<file path="src/hw/rtl/nhm_pkg.sv">
// shared constants, types and helpers for the mersenne-61 numeric hash
`timescale 1ns / 1ps
`default_nettype none
package nhm_pkg;

    typedef logic [63:0] t_word;
    typedef logic [60:0] t_res61;

    // op codes
    localparam logic OP_INT   = 1'b0;
    localparam logic OP_FLOAT = 1'b1;

    localparam t_res61 MODP          = 61'h1FFF_FFFF_FFFF_FFFF;
    localparam t_word  MIN_INT       = 64'h8000_0000_0000_0000;
    localparam t_word  MIN_INT_HASH  = 64'hFFFF_FFFF_FFFF_FFFC;   // -4
    localparam t_word  MINUS_ONE     = 64'hFFFF_FFFF_FFFF_FFFF;
    localparam t_word  MINUS_TWO     = 64'hFFFF_FFFF_FFFF_FFFE;
    localparam t_word  INF_HASH      = 64'd314159;
    localparam logic [10:0] EXP_SPECIAL = 11'h7FF;
    localparam logic [10:0] EXP_ZERO    = 11'h000;
    // exponent bias 1075 folded mod 61: (expo - 1075) mod 61 == (expo + 23) mod 61
    localparam logic [11:0] EXP_ROT_OFS = 12'd23;
    localparam logic [7:0]  ROT_MOD     = 8'd61;
    localparam logic [7:0]  ROT_MOD_X2  = 8'd122;

    function automatic t_word fix_minus_one(input t_word h);
        fix_minus_one = (h == MINUS_ONE) ? MINUS_TWO : h;
    endfunction

endpackage
`default_nettype wire

</file>
<file path="src/hw/rtl/numeric_hash_mersenne61.sv">
// a word accepted with start is held in the input registers, and its hash in the result register that drives o_valid
// throughput: one word per cycle, busy never rises; set by the single hash pass
// between the input register and the result register
// reset: synchronous, active low; clears the valid flags, so no results are invented
// the receiver cannot stall: each hash stands on the outputs for exactly one cycle
`timescale 1ns / 1ps
`default_nettype none
module numeric_hash_mersenne61 (
    input  wire logic               i_clk,
    input  wire logic               i_rst_n,
    input  wire logic               start,
    output logic                    busy,
    input  wire logic               i_op,
    input  wire logic signed [63:0] i_int_value,
    input  wire logic [63:0]        i_float_bits,
    input  wire logic [63:0]        i_object_address,
    output logic                    o_valid,
    output logic signed [63:0]      o_hash_value
);
    logic                 r_in_valid;
    logic                 r_op;
    logic signed [63:0]   r_int_value;
    nhm_pkg::t_word       r_float_bits;
    nhm_pkg::t_word       r_object_address;
    logic                 r_out_valid;
    nhm_pkg::t_word       r_hash;

    nhm_pkg::t_word       int_hash;
    nhm_pkg::t_word       float_hash;
    nhm_pkg::t_word       n_hash;

    nhm_int_hash u_int (
        .i_value (r_int_value),
        .o_hash  (int_hash)
    );

    nhm_float_hash u_float (
        .i_bits (r_float_bits),
        .i_addr (r_object_address),
        .o_hash (float_hash)
    );

    assign busy   = 1'b0;
    assign n_hash = (r_op == nhm_pkg::OP_FLOAT) ? float_hash : int_hash;

    always_ff @(posedge i_clk) begin
        if (!i_rst_n) begin
            r_in_valid  <= 1'b0;
            r_out_valid <= 1'b0;
        end else begin
            r_in_valid  <= start && !busy;
            r_out_valid <= r_in_valid;
        end
        r_op             <= i_op;
        r_int_value      <= i_int_value;
        r_float_bits     <= i_float_bits;
        r_object_address <= i_object_address;
        r_hash           <= n_hash;
    end

    assign o_valid      = r_out_valid;
    assign o_hash_value = r_hash;
endmodule
`default_nettype wire

</file>
<file path="src/hw/rtl/nhm_int_hash.sv">
// integer hash: signed value reduced modulo 2^61-1
`timescale 1ns / 1ps
`default_nettype none
module nhm_int_hash (
    input  wire logic signed [63:0] i_value,
    output nhm_pkg::t_word          o_hash
);
    logic                neg;
    logic [63:0]         mag;
    logic [61:0]         fold;
    nhm_pkg::t_res61     red;
    nhm_pkg::t_word      ext;
    nhm_pkg::t_word      signed_red;

    always_comb begin
        neg  = i_value[63];
        mag  = neg ? (64'd0 - i_value) : i_value;
        // 2^61 == 1 mod p, so the top bits fold straight onto the low 61
        fold = {1'b0, mag[60:0]} + {60'd0, mag[62:61]};
        red  = (fold >= {1'b0, nhm_pkg::MODP}) ? 61'(fold - {1'b0, nhm_pkg::MODP})
                                               : fold[60:0];
        ext  = {3'b000, red};
        signed_red = neg ? (64'd0 - ext) : ext;
        if (i_value == nhm_pkg::MIN_INT) begin
            o_hash = nhm_pkg::MIN_INT_HASH;
        end else begin
            o_hash = nhm_pkg::fix_minus_one(signed_red);
        end
    end
endmodule
`default_nettype wire

</file>
<file path="src/hw/rtl/nhm_float_hash.sv">
// float hash: mantissa rotated within 61 bits by exponent mod 61, then signed
`timescale 1ns / 1ps
`default_nettype none
module nhm_float_hash (
    input  wire nhm_pkg::t_word i_bits,
    input  wire nhm_pkg::t_word i_addr,
    output nhm_pkg::t_word      o_hash
);
    logic            neg;
    logic [10:0]     expo;
    logic [51:0]     frac;
    logic [10:0]     expo_eff;
    logic [11:0]     rot_sum;
    logic [7:0]      rot_fold;
    logic [5:0]      rot;
    nhm_pkg::t_res61 mant;
    logic [121:0]    dbl;
    nhm_pkg::t_res61 rotl;
    nhm_pkg::t_word  ext;
    nhm_pkg::t_word  finite;
    nhm_pkg::t_word  nan_hash;

    always_comb begin
        neg  = i_bits[63];
        expo = i_bits[62:52];
        frac = i_bits[51:0];
        // subnormals share exponent -1074 with the smallest normal
        expo_eff = (expo == nhm_pkg::EXP_ZERO) ? 11'd1 : expo;
        rot_sum  = {1'b0, expo_eff} + nhm_pkg::EXP_ROT_OFS;
        // 64 == 3 mod 61
        rot_fold = 8'({2'b00, rot_sum[11:6]} * 8'd3) + {2'b00, rot_sum[5:0]};
        if (rot_fold >= nhm_pkg::ROT_MOD_X2) begin
            rot = 6'(rot_fold - nhm_pkg::ROT_MOD_X2);
        end else if (rot_fold >= nhm_pkg::ROT_MOD) begin
            rot = 6'(rot_fold - nhm_pkg::ROT_MOD);
        end else begin
            rot = rot_fold[5:0];
        end
        mant = {8'd0, (expo != nhm_pkg::EXP_ZERO), frac};
        dbl  = {mant, mant} << rot;
        rotl = dbl[121:61];
        ext  = {3'b000, rotl};
        finite   = nhm_pkg::fix_minus_one(neg ? (64'd0 - ext) : ext);
        nan_hash = nhm_pkg::fix_minus_one({i_addr[3:0], i_addr[63:4]});

        if (expo == nhm_pkg::EXP_SPECIAL) begin
            if (frac == 52'd0) begin
                o_hash = neg ? (64'd0 - nhm_pkg::INF_HASH) : nhm_pkg::INF_HASH;
            end else begin
                o_hash = nan_hash;
            end
        end else if (expo == nhm_pkg::EXP_ZERO && frac == 52'd0) begin
            o_hash = '0;
        end else begin
            o_hash = finite;
        end
    end
endmodule
`default_nettype wire

</file>
<file path="config.mk">
export PLATFORM = sky130hd
export DESIGN_NAME = numeric_hash_mersenne61
export DESIGN_NICKNAME = d
export VERILOG_FILES = /design/src/hw/rtl/nhm_pkg.sv /design/src/hw/rtl/numeric_hash_mersenne61.sv /design/src/hw/rtl/nhm_int_hash.sv /design/src/hw/rtl/nhm_float_hash.sv
export SDC_FILE = /design/constraint.sdc
export NUM_CORES = 1
export LEC_CHECK = 0
export BUFFER_PORTS_ARGS = -buffer_cell sky130_fd_sc_hd__buf_2
export CORE_ASPECT_RATIO = 0.5
export CORE_MARGIN = 3
export CORE_UTILIZATION = 65
export DETAILED_ROUTE_END_ITERATION = 8
export GPL_TIMING_DRIVEN = 0
export PLACE_DENSITY = 0.95
export SYNTH_ARGS = -nofsm -noshare
export SYNTH_HDL_FRONTEND = slang
export SYNTH_SLANG_ARGS = --single-unit
export TNS_END_PERCENT = 30
</file>
<file path="constraint.sdc">
create_clock -name i_clk -period 32 [get_ports i_clk]
set_input_delay 1.6 -clock i_clk [delete_from_list [all_inputs] [get_ports i_clk]]
set_output_delay 1.6 -clock i_clk [all_outputs]
set_load 0.005 [all_outputs]
</file>
==> reports/results.txt, run 1 <==
Post-DP HPWL -> 84,500 µm
Post-synthesis cell count -> 3,386
Vias in the first global route -> 33.7k
Sink Count -> 259
Stop err -> [ERROR GRT-0116] Global routing finished with congestion. Check the congestion regions in the DRC Viewer.
Core Rows -> 49
Post-synth EDFFs -> 0
Ys async rst share -> 0
Yosys reg bits -> 259
Largest net degree at the start of global routing -> 18
Global route total overflow -> 46
Run status -> stopped before the end
CTS root buf -> clkbuf_16
Max Buffers Root-to-Sink -> 3
Netlist Area Pre-Place -> 24,800 µm²
IO Pins -> 262
Seq/Total Area, Yosys -> 0.209
Total CTS buffers -> 22
Ys flop type -> dfxtp_1
Post-synth net total -> 3,609
Port Buffers -> 260
Postcts setup bufs -> 0
Distinct cells, synth -> 112
Yosys warns -> 0
Post_cts resized -> 0
Syn_area_per_cell -> 7.34 µm²
Cts hold-fix bufs -> 0
First-pass GRT wire length -> 207,000 µm
Die W -> 282 µm
Last stage -> global routing (5_1_grt)
Die H -> 144 µm
Total Routing Usage GR -> 0.668
H-tree levels -> 1
Initial core utilization -> 0.675
GPL Wtd Cong -> 1.50
## logic make-up after synthesis
family,count (synthesis),synth area share
simple gates,1419,0.303
mux,58,0.0270
flops,259,0.209
compound gates,1098,0.316
buf+inv,285,0.0452
other cells,1,0.000151
fa+ha+maj,27,0.0157
xor+xnor,239,0.0843
## synth_stat cells, types with 13 or more instances
cell type	count	area (µm²)
a31oi_1	42	263
nor4_2	13	163
or4_1	27	203
a211oi_1	34	255
nor4_1	93	582
mux2_2	13	146
dfxtp_1	259	5180
a32o_1	14	140
o31ai_1	64	480
mux2i_1	39	390
o21ai_0	235	1180
a21oi_1	136	681
buf_2	24	120
nand2_1	394	1480
a2111oi_0	41	359
a21o_1	27	203
nand4_1	92	576
xor2_1	86	753
nand3_1	102	510
a2111o_1	15	169
xnor2_1	153	1340
a32oi_1	89	780
o21a_1	32	240
ha_1	20	250
a211o_1	17	149
and2_1	46	288
o22ai_1	52	325
o41ai_1	28	245
a22oi_1	26	195
nor3_1	111	556
clkbuf_1	194	728
o2111ai_1	20	175
or2_2	38	238
o211ai_1	21	158
and3_1	36	225
nor2b_1	31	194
o32ai_1	20	175
a22o_1	30	263
buf_1	22	82.6
nand2b_1	47	294
nor2_1	240	901
or3_1	40	250
nor4b_1	14	123
inv_1	38	143
and4_1	17	149
## through the flow
stage          instance area [µm²]  setup slack, ps  utilization  hold WS [ps]  instances
4_1_cts                      27500            15910        0.748           441       4168
3_5_place_dp                 26800            16020        0.727           419       4131
3_3_place_gp                 26700            16290        0.727           411       4130
2_1_floorplan                24800            20890            -           406       3386
## metal layers
layer | overflow | GRT usage
met3 | 5 | 0.596
met2 | 12 | 0.795
met4 | 27 | 0.598
met5 | 2 | 0.294
met1 | 0 | 0.672
==> run 2: changes to the inputs <==
Settings changed: CORE_ASPECT_RATIO 0.5 to default, CORE_UTILIZATION 65 to 40, PLACE_DENSITY 0.95 to default, PLACE_DENSITY_LB_ADDON from default to 0.15.
==> reports/results.txt, run 2 <==
Vias/cell -> 6.92
DR pass1 iterations -> 9
Crit path kind -> register to register
Ys flop type -> dfxtp_1
Port Buffers -> 260
Distinct cells, synth -> 112
Crit path required time -> 32,400 ps
Die W -> 255 µm
Worst Setup Start Kind -> register
Core box area -> 60,900 µm²
Period minus WS final -> 17,890 ps
Worst slew pin tran -> 1500 ps
Total Routing Usage GR -> 0.403
Max Buffers Root-to-Sink -> 3
Yosys reg bits -> 259
RSZ-0062 raised after global routing -> no
Die H -> 255 µm
Final Setup Violations -> 0
Failing checks -> DRC, capacitance limit
Syn_area_per_cell -> 7.34 µm²
Global route total overflow -> 0
Fmax -> 55.9 MHz
H-tree levels -> 1
Post_cts resized -> 0
Clock Latency Late Sink -> 580 ps
Fin area -> 28,200 µm²
Final period util -> 0.559
IO Pins -> 262
Count of pins over their slew limit -> 0
Worst reg2reg path depth -> 43
Largest net degree at the start of global routing -> 15
WHS Endpoint -> o_valid
Yosys warns -> 0
DIE AREA -> 65,100 µm²
Avg WL per Cell -> 30.3 µm
CP top delay family -> buffers and inverters
Initial core utilization -> 0.408
Post-synth EDFFs -> 0
Cts hold-fix bufs -> 0
Most frequent cell after synthesis -> nand2_1
Worst Path Buf+Inv -> 15
Area grow syn2layout -> 13.4%
Core Rows -> 90
Final core occ -> 0.462
Post-synth net total -> 3,609
Clock transition at path regs -> 60 ps
Critical Path Slowest Stage Cell -> nor4b_1
Max Cap Violations -> 1
Most common cell on crit path -> clkbuf_1
Arr. time, crit path -> 18,290 ps
Commonest cells post-synth -> 394 x nand2_1, 259 x dfxtp_1, 240 x nor2_1
Final Hold Viols -> 0
Postcts setup bufs -> 0
Iter 0 DRT Violations -> 4,843
Slowest cell delay on critical path -> 970 ps
Crit Path Max Fanout -> 10
Vias in the first global route -> 28.4k
Fraction of layout cells with a size suffix above 1 -> 0.123
Remaining DRCs -> 1
Slew headroom -> 0.00148
Run status -> finished, violations left
Netlist Area Pre-Place -> 24,800 µm²
Worst hold path type -> register to register
CTS tree -> built
Via count -> 31.3k
CP Capture Type -> register
Ys async rst share -> 0
Post-synthesis cell count -> 3,386
Reg2reg end -> o_hash_value[0]
Hold path cells -> 1
Yosys top cell area share -> 0.209
Area after DPL -> 27,200 µm²
Synth area leader -> dfxtp_1
CTS root buf -> clkbuf_16
Reg2Reg Setup Slack -> 14,110 ps
Seq/Total Area, Yosys -> 0.209
Commonest non-fill, non-tap cell in the layout -> nand2_1
Top post-synthesis cells by area -> dfxtp_1 21%, nand2_1 6.0%, xnor2_1 5.4%, o21ai_0 4.7%, nor2_1 3.6%
Post-DP HPWL -> 111,000 µm
Initial antenna violation count -> 3
GPL Wtd Cong -> 1.08
R2R Path Start -> r_int_value[63]
HP Start -> r_in_valid
Commonest non-fill, non-tap cells in the layout -> 394 x nand2_1, 284 x buf_2, 259 x dfxtp_1
Setup total negative slack -> 0 ps
Total CTS buffers -> 28
Sink Count -> 259
First-pass GRT wire length -> 196,000 µm
Clk_skew -> 11.5 ps
Filler Cells Inserted -> 6,389
Post-Route WL -> 137,000 µm
Nets -> 3,901
Final ANT Viol Nets -> 0
[run 2: area by class of cell]
cell class                      count  area (µm²)  share of cell area
Multi-Input combinational cell   2842       18600               0.659
Sequential cell                   259        5180               0.184
Timing Repair Buffer              262        1320              0.0469
Tap cell                          828        1040              0.0368
Buffer                            245         973              0.0346
Clock buffer                       41         821              0.0291
Inverter                           40         150             0.00533
Clock inverter                      9         119             0.00422
Antenna cell                        1        2.50           0.0000889
[run 2: stage by stage]
stage	worst slack, ps	cells	hold slack (ps)
global route	13510	4526	456
global placement	14520	4474	415
finish	14110	4527	441
CTS	14650	4526	444
floorplan	20890	3386	406
detailed placement	14730	4476	421
[run 2: how the worst max path moves through the flow]
stage / depth (start not counted) / slack (ps) / from / end
floorplan: 44 / 20890 / r_int_value[63] / o_hash_value[0]
global placement: 43 / 14520 / r_int_value[63] / o_hash_value[0]
detailed placement: 43 / 14730 / r_int_value[63] / o_hash_value[0]
CTS: 43 / 14650 / r_int_value[63] / o_hash_value[0]
global route: 42 / 13510 / r_int_value[63] / o_hash_value[0]
finish: 43 / 14110 / r_int_value[63] / o_hash_value[0]
[run 2: metal layers]
layer  routed length [µm]  GRT usage  vias to the layer above
li1                     -          -                    13700
met1                57200      0.559                    14800
met2                54100      0.570                     2375
met3                19200      0.137                      419
met4                 6790      0.157                        6
met5                   97    0.00733                        -
[run 2: logic make-up after synthesis]
kind of cell | count (synthesis) | synth area share
simple gates | 1419 | 0.303
compound gates | 1098 | 0.316
buf+inv | 285 | 0.0452
flops | 259 | 0.209
xor+xnor | 239 | 0.0843
mux | 58 | 0.0270
fa+ha+maj | 27 | 0.0157
other cells | 1 | 0.000151
Power of run 2 is not shown: default switching activity piles up to over one toggle a cycle in this logic, so the estimate is an artifact.
==> run 3: changes to the inputs <==
Clock period 32 ns to 16 ns, I/O delays scaled along.
==> reports/results.txt, run 3 (synthesis gave the netlist of run 2 again) <==
Run status -> finished, violations left
Failing checks -> capacitance limit, slew limit
Total CTS buffers -> 28
CP top delay family -> buffers and inverters
Filler Cells Inserted -> 6,382
Met2 usage -> 0.569
Initial antenna violation count -> 3
Port Buffers -> 260
RSZ-0062 raised after global routing -> no
Slew headroom -> -0.0158
Via count -> 31.2k
Worst slack at placement -> -1270 ps
Initial core utilization -> 0.408
IO Pins -> 262
Met1 usage -> 0.559
Count of pins over their slew limit -> 5
Worst reg2reg path depth -> 43
Max Buffers Root-to-Sink -> 3
Max Cap Violations -> 2
Worst hold path type -> input port to register
CTS root buf -> clkbuf_16
Commonest non-fill, non-tap cell in the layout -> nand2_1
Vias/cell -> 6.90
Core box area -> 60,900 µm²
Fmax -> 65.7 MHz
First-pass GRT wire length -> 195,000 µm
CP Capture Type -> register
Vias in the first global route -> 28.4k
Final Hold Viols -> 0
Footprint of the multi-input gates -> 18,600 µm²
Layer with the highest usage -> met2
Hold path cells -> 1
Remaining DRCs -> 0
Post-Route WL -> 137,000 µm
Total Routing Usage GR -> 0.403
Worst Setup Start Kind -> register
Nets -> 3,899
Area grow syn2layout -> 13.5%
Crit path kind -> register to register
Crit path required time -> 16,420 ps
Storage cell area -> 5180 µm²
Final worst slack -> 772 ps
Grt met3 use -> 0.137
Clk_skew -> 13.0 ps
Clock Latency Late Sink -> 570 ps
Arr. time, crit path -> 15,650 ps
Sink Count -> 259
Worst Path Buf+Inv -> 14
Core Rows -> 90
Slowest cell delay on critical path -> 810 ps
DIE AREA -> 65,100 µm²
Period minus WS final -> 15,230 ps
Reg2Reg Setup Slack -> 770 ps
CTS tree -> built
Iter 0 DRT Violations -> 4,753
Avg WL per Cell -> 30.3 µm
Crit Path Max Fanout -> 19
H-tree levels -> 1
Final ANT Viol Nets -> 0
Worst slew pin tran -> 1520 ps
Final Setup Violations -> 0
Postcts setup bufs -> 0
DR pass1 iterations -> 7
Fraction of layout cells with a size suffix above 1 -> 0.126
Final period util -> 0.952
Cell depth of the worst setup path -> 43
GPL Wtd Cong -> 1.08
Post-DP HPWL -> 111,000 µm
Largest net degree at the start of global routing -> 20
Die W -> 255 µm
Global route total overflow -> 0
Die H -> 255 µm
Cts hold-fix bufs -> 0
Critical Path Slowest Stage Cell -> xnor2_1
Final core occ -> 0.463
Commonest non-fill, non-tap cells in the layout -> 394 x nand2_1, 285 x buf_2, 259 x dfxtp_1
Clock transition at path regs -> 70 ps
==> run 3: changes by cell type in the layout (fill, tap and decap cells not counted), sizes merged <==
cell    change
clkbuf      -3
buf         +1
==> run 3: worst register-to-register path, delay by kind of cell (launching register included) <==
kind                       cells  cell delay, ps
adders and majority gates      3             900
DFF                            1             670
buffers and inverters         14            5320
xor gates and xnor gates       4            1980
muxes                          1             370
AOI/OAI and AO/OA              6            1770
and+or+nand+nor               15            4090
==> run 3: final timing paths <==
| path | start | endpoint |
|---|---|---|
| max reg2reg | r_int_value[63] | o_hash_value[0] |
| max | r_int_value[63] | o_hash_value[0] |
| min | i_float_bits[51] | r_float_bits[51] |
| min reg2reg | r_in_valid | o_valid |
==> run 3: metal layers <==
layer / share of wire / routed length, µm / vias to the layer above
met2: 0.39 / 54000 / 2346
met1: 0.42 / 57400 / 14800
met4: 0.049 / 6700 / 4
li1: - / - / 13700
met3: 0.14 / 19000 / 401
met5: 0.00055 / 76 / -
==> run 3: metrics by stage <==
stage	cells	setup TNS [ps]	hold slack, ps	cell area [µm²]
floorplan	3386	0	406	24800
global placement	4474	-4010	415	27200
detailed placement	4476	-2010	421	27200
CTS	4525	0	289	28200
global route	4524	0	293	28200
finish	4525	0	318	28200
==> run 3: cell type report <==
cell class,instances,area share
diodes,1,0.0000888
plain buffers,243,0.0345
multi-input cells,2842,0.659
clock inverters,9,0.00422
clock buffers,41,0.0291
well taps,828,0.0367
inverters,40,0.00533
flip-flops and latches,259,0.184
repair buffers,262,0.0468
==> run 3: timing repair <==
item,in CTS,in global routing
gates resized for setup,7,10
endpoints found under the setup margin,8,4
pin swaps,0,0
Power of run 3 is left out for the same reason.
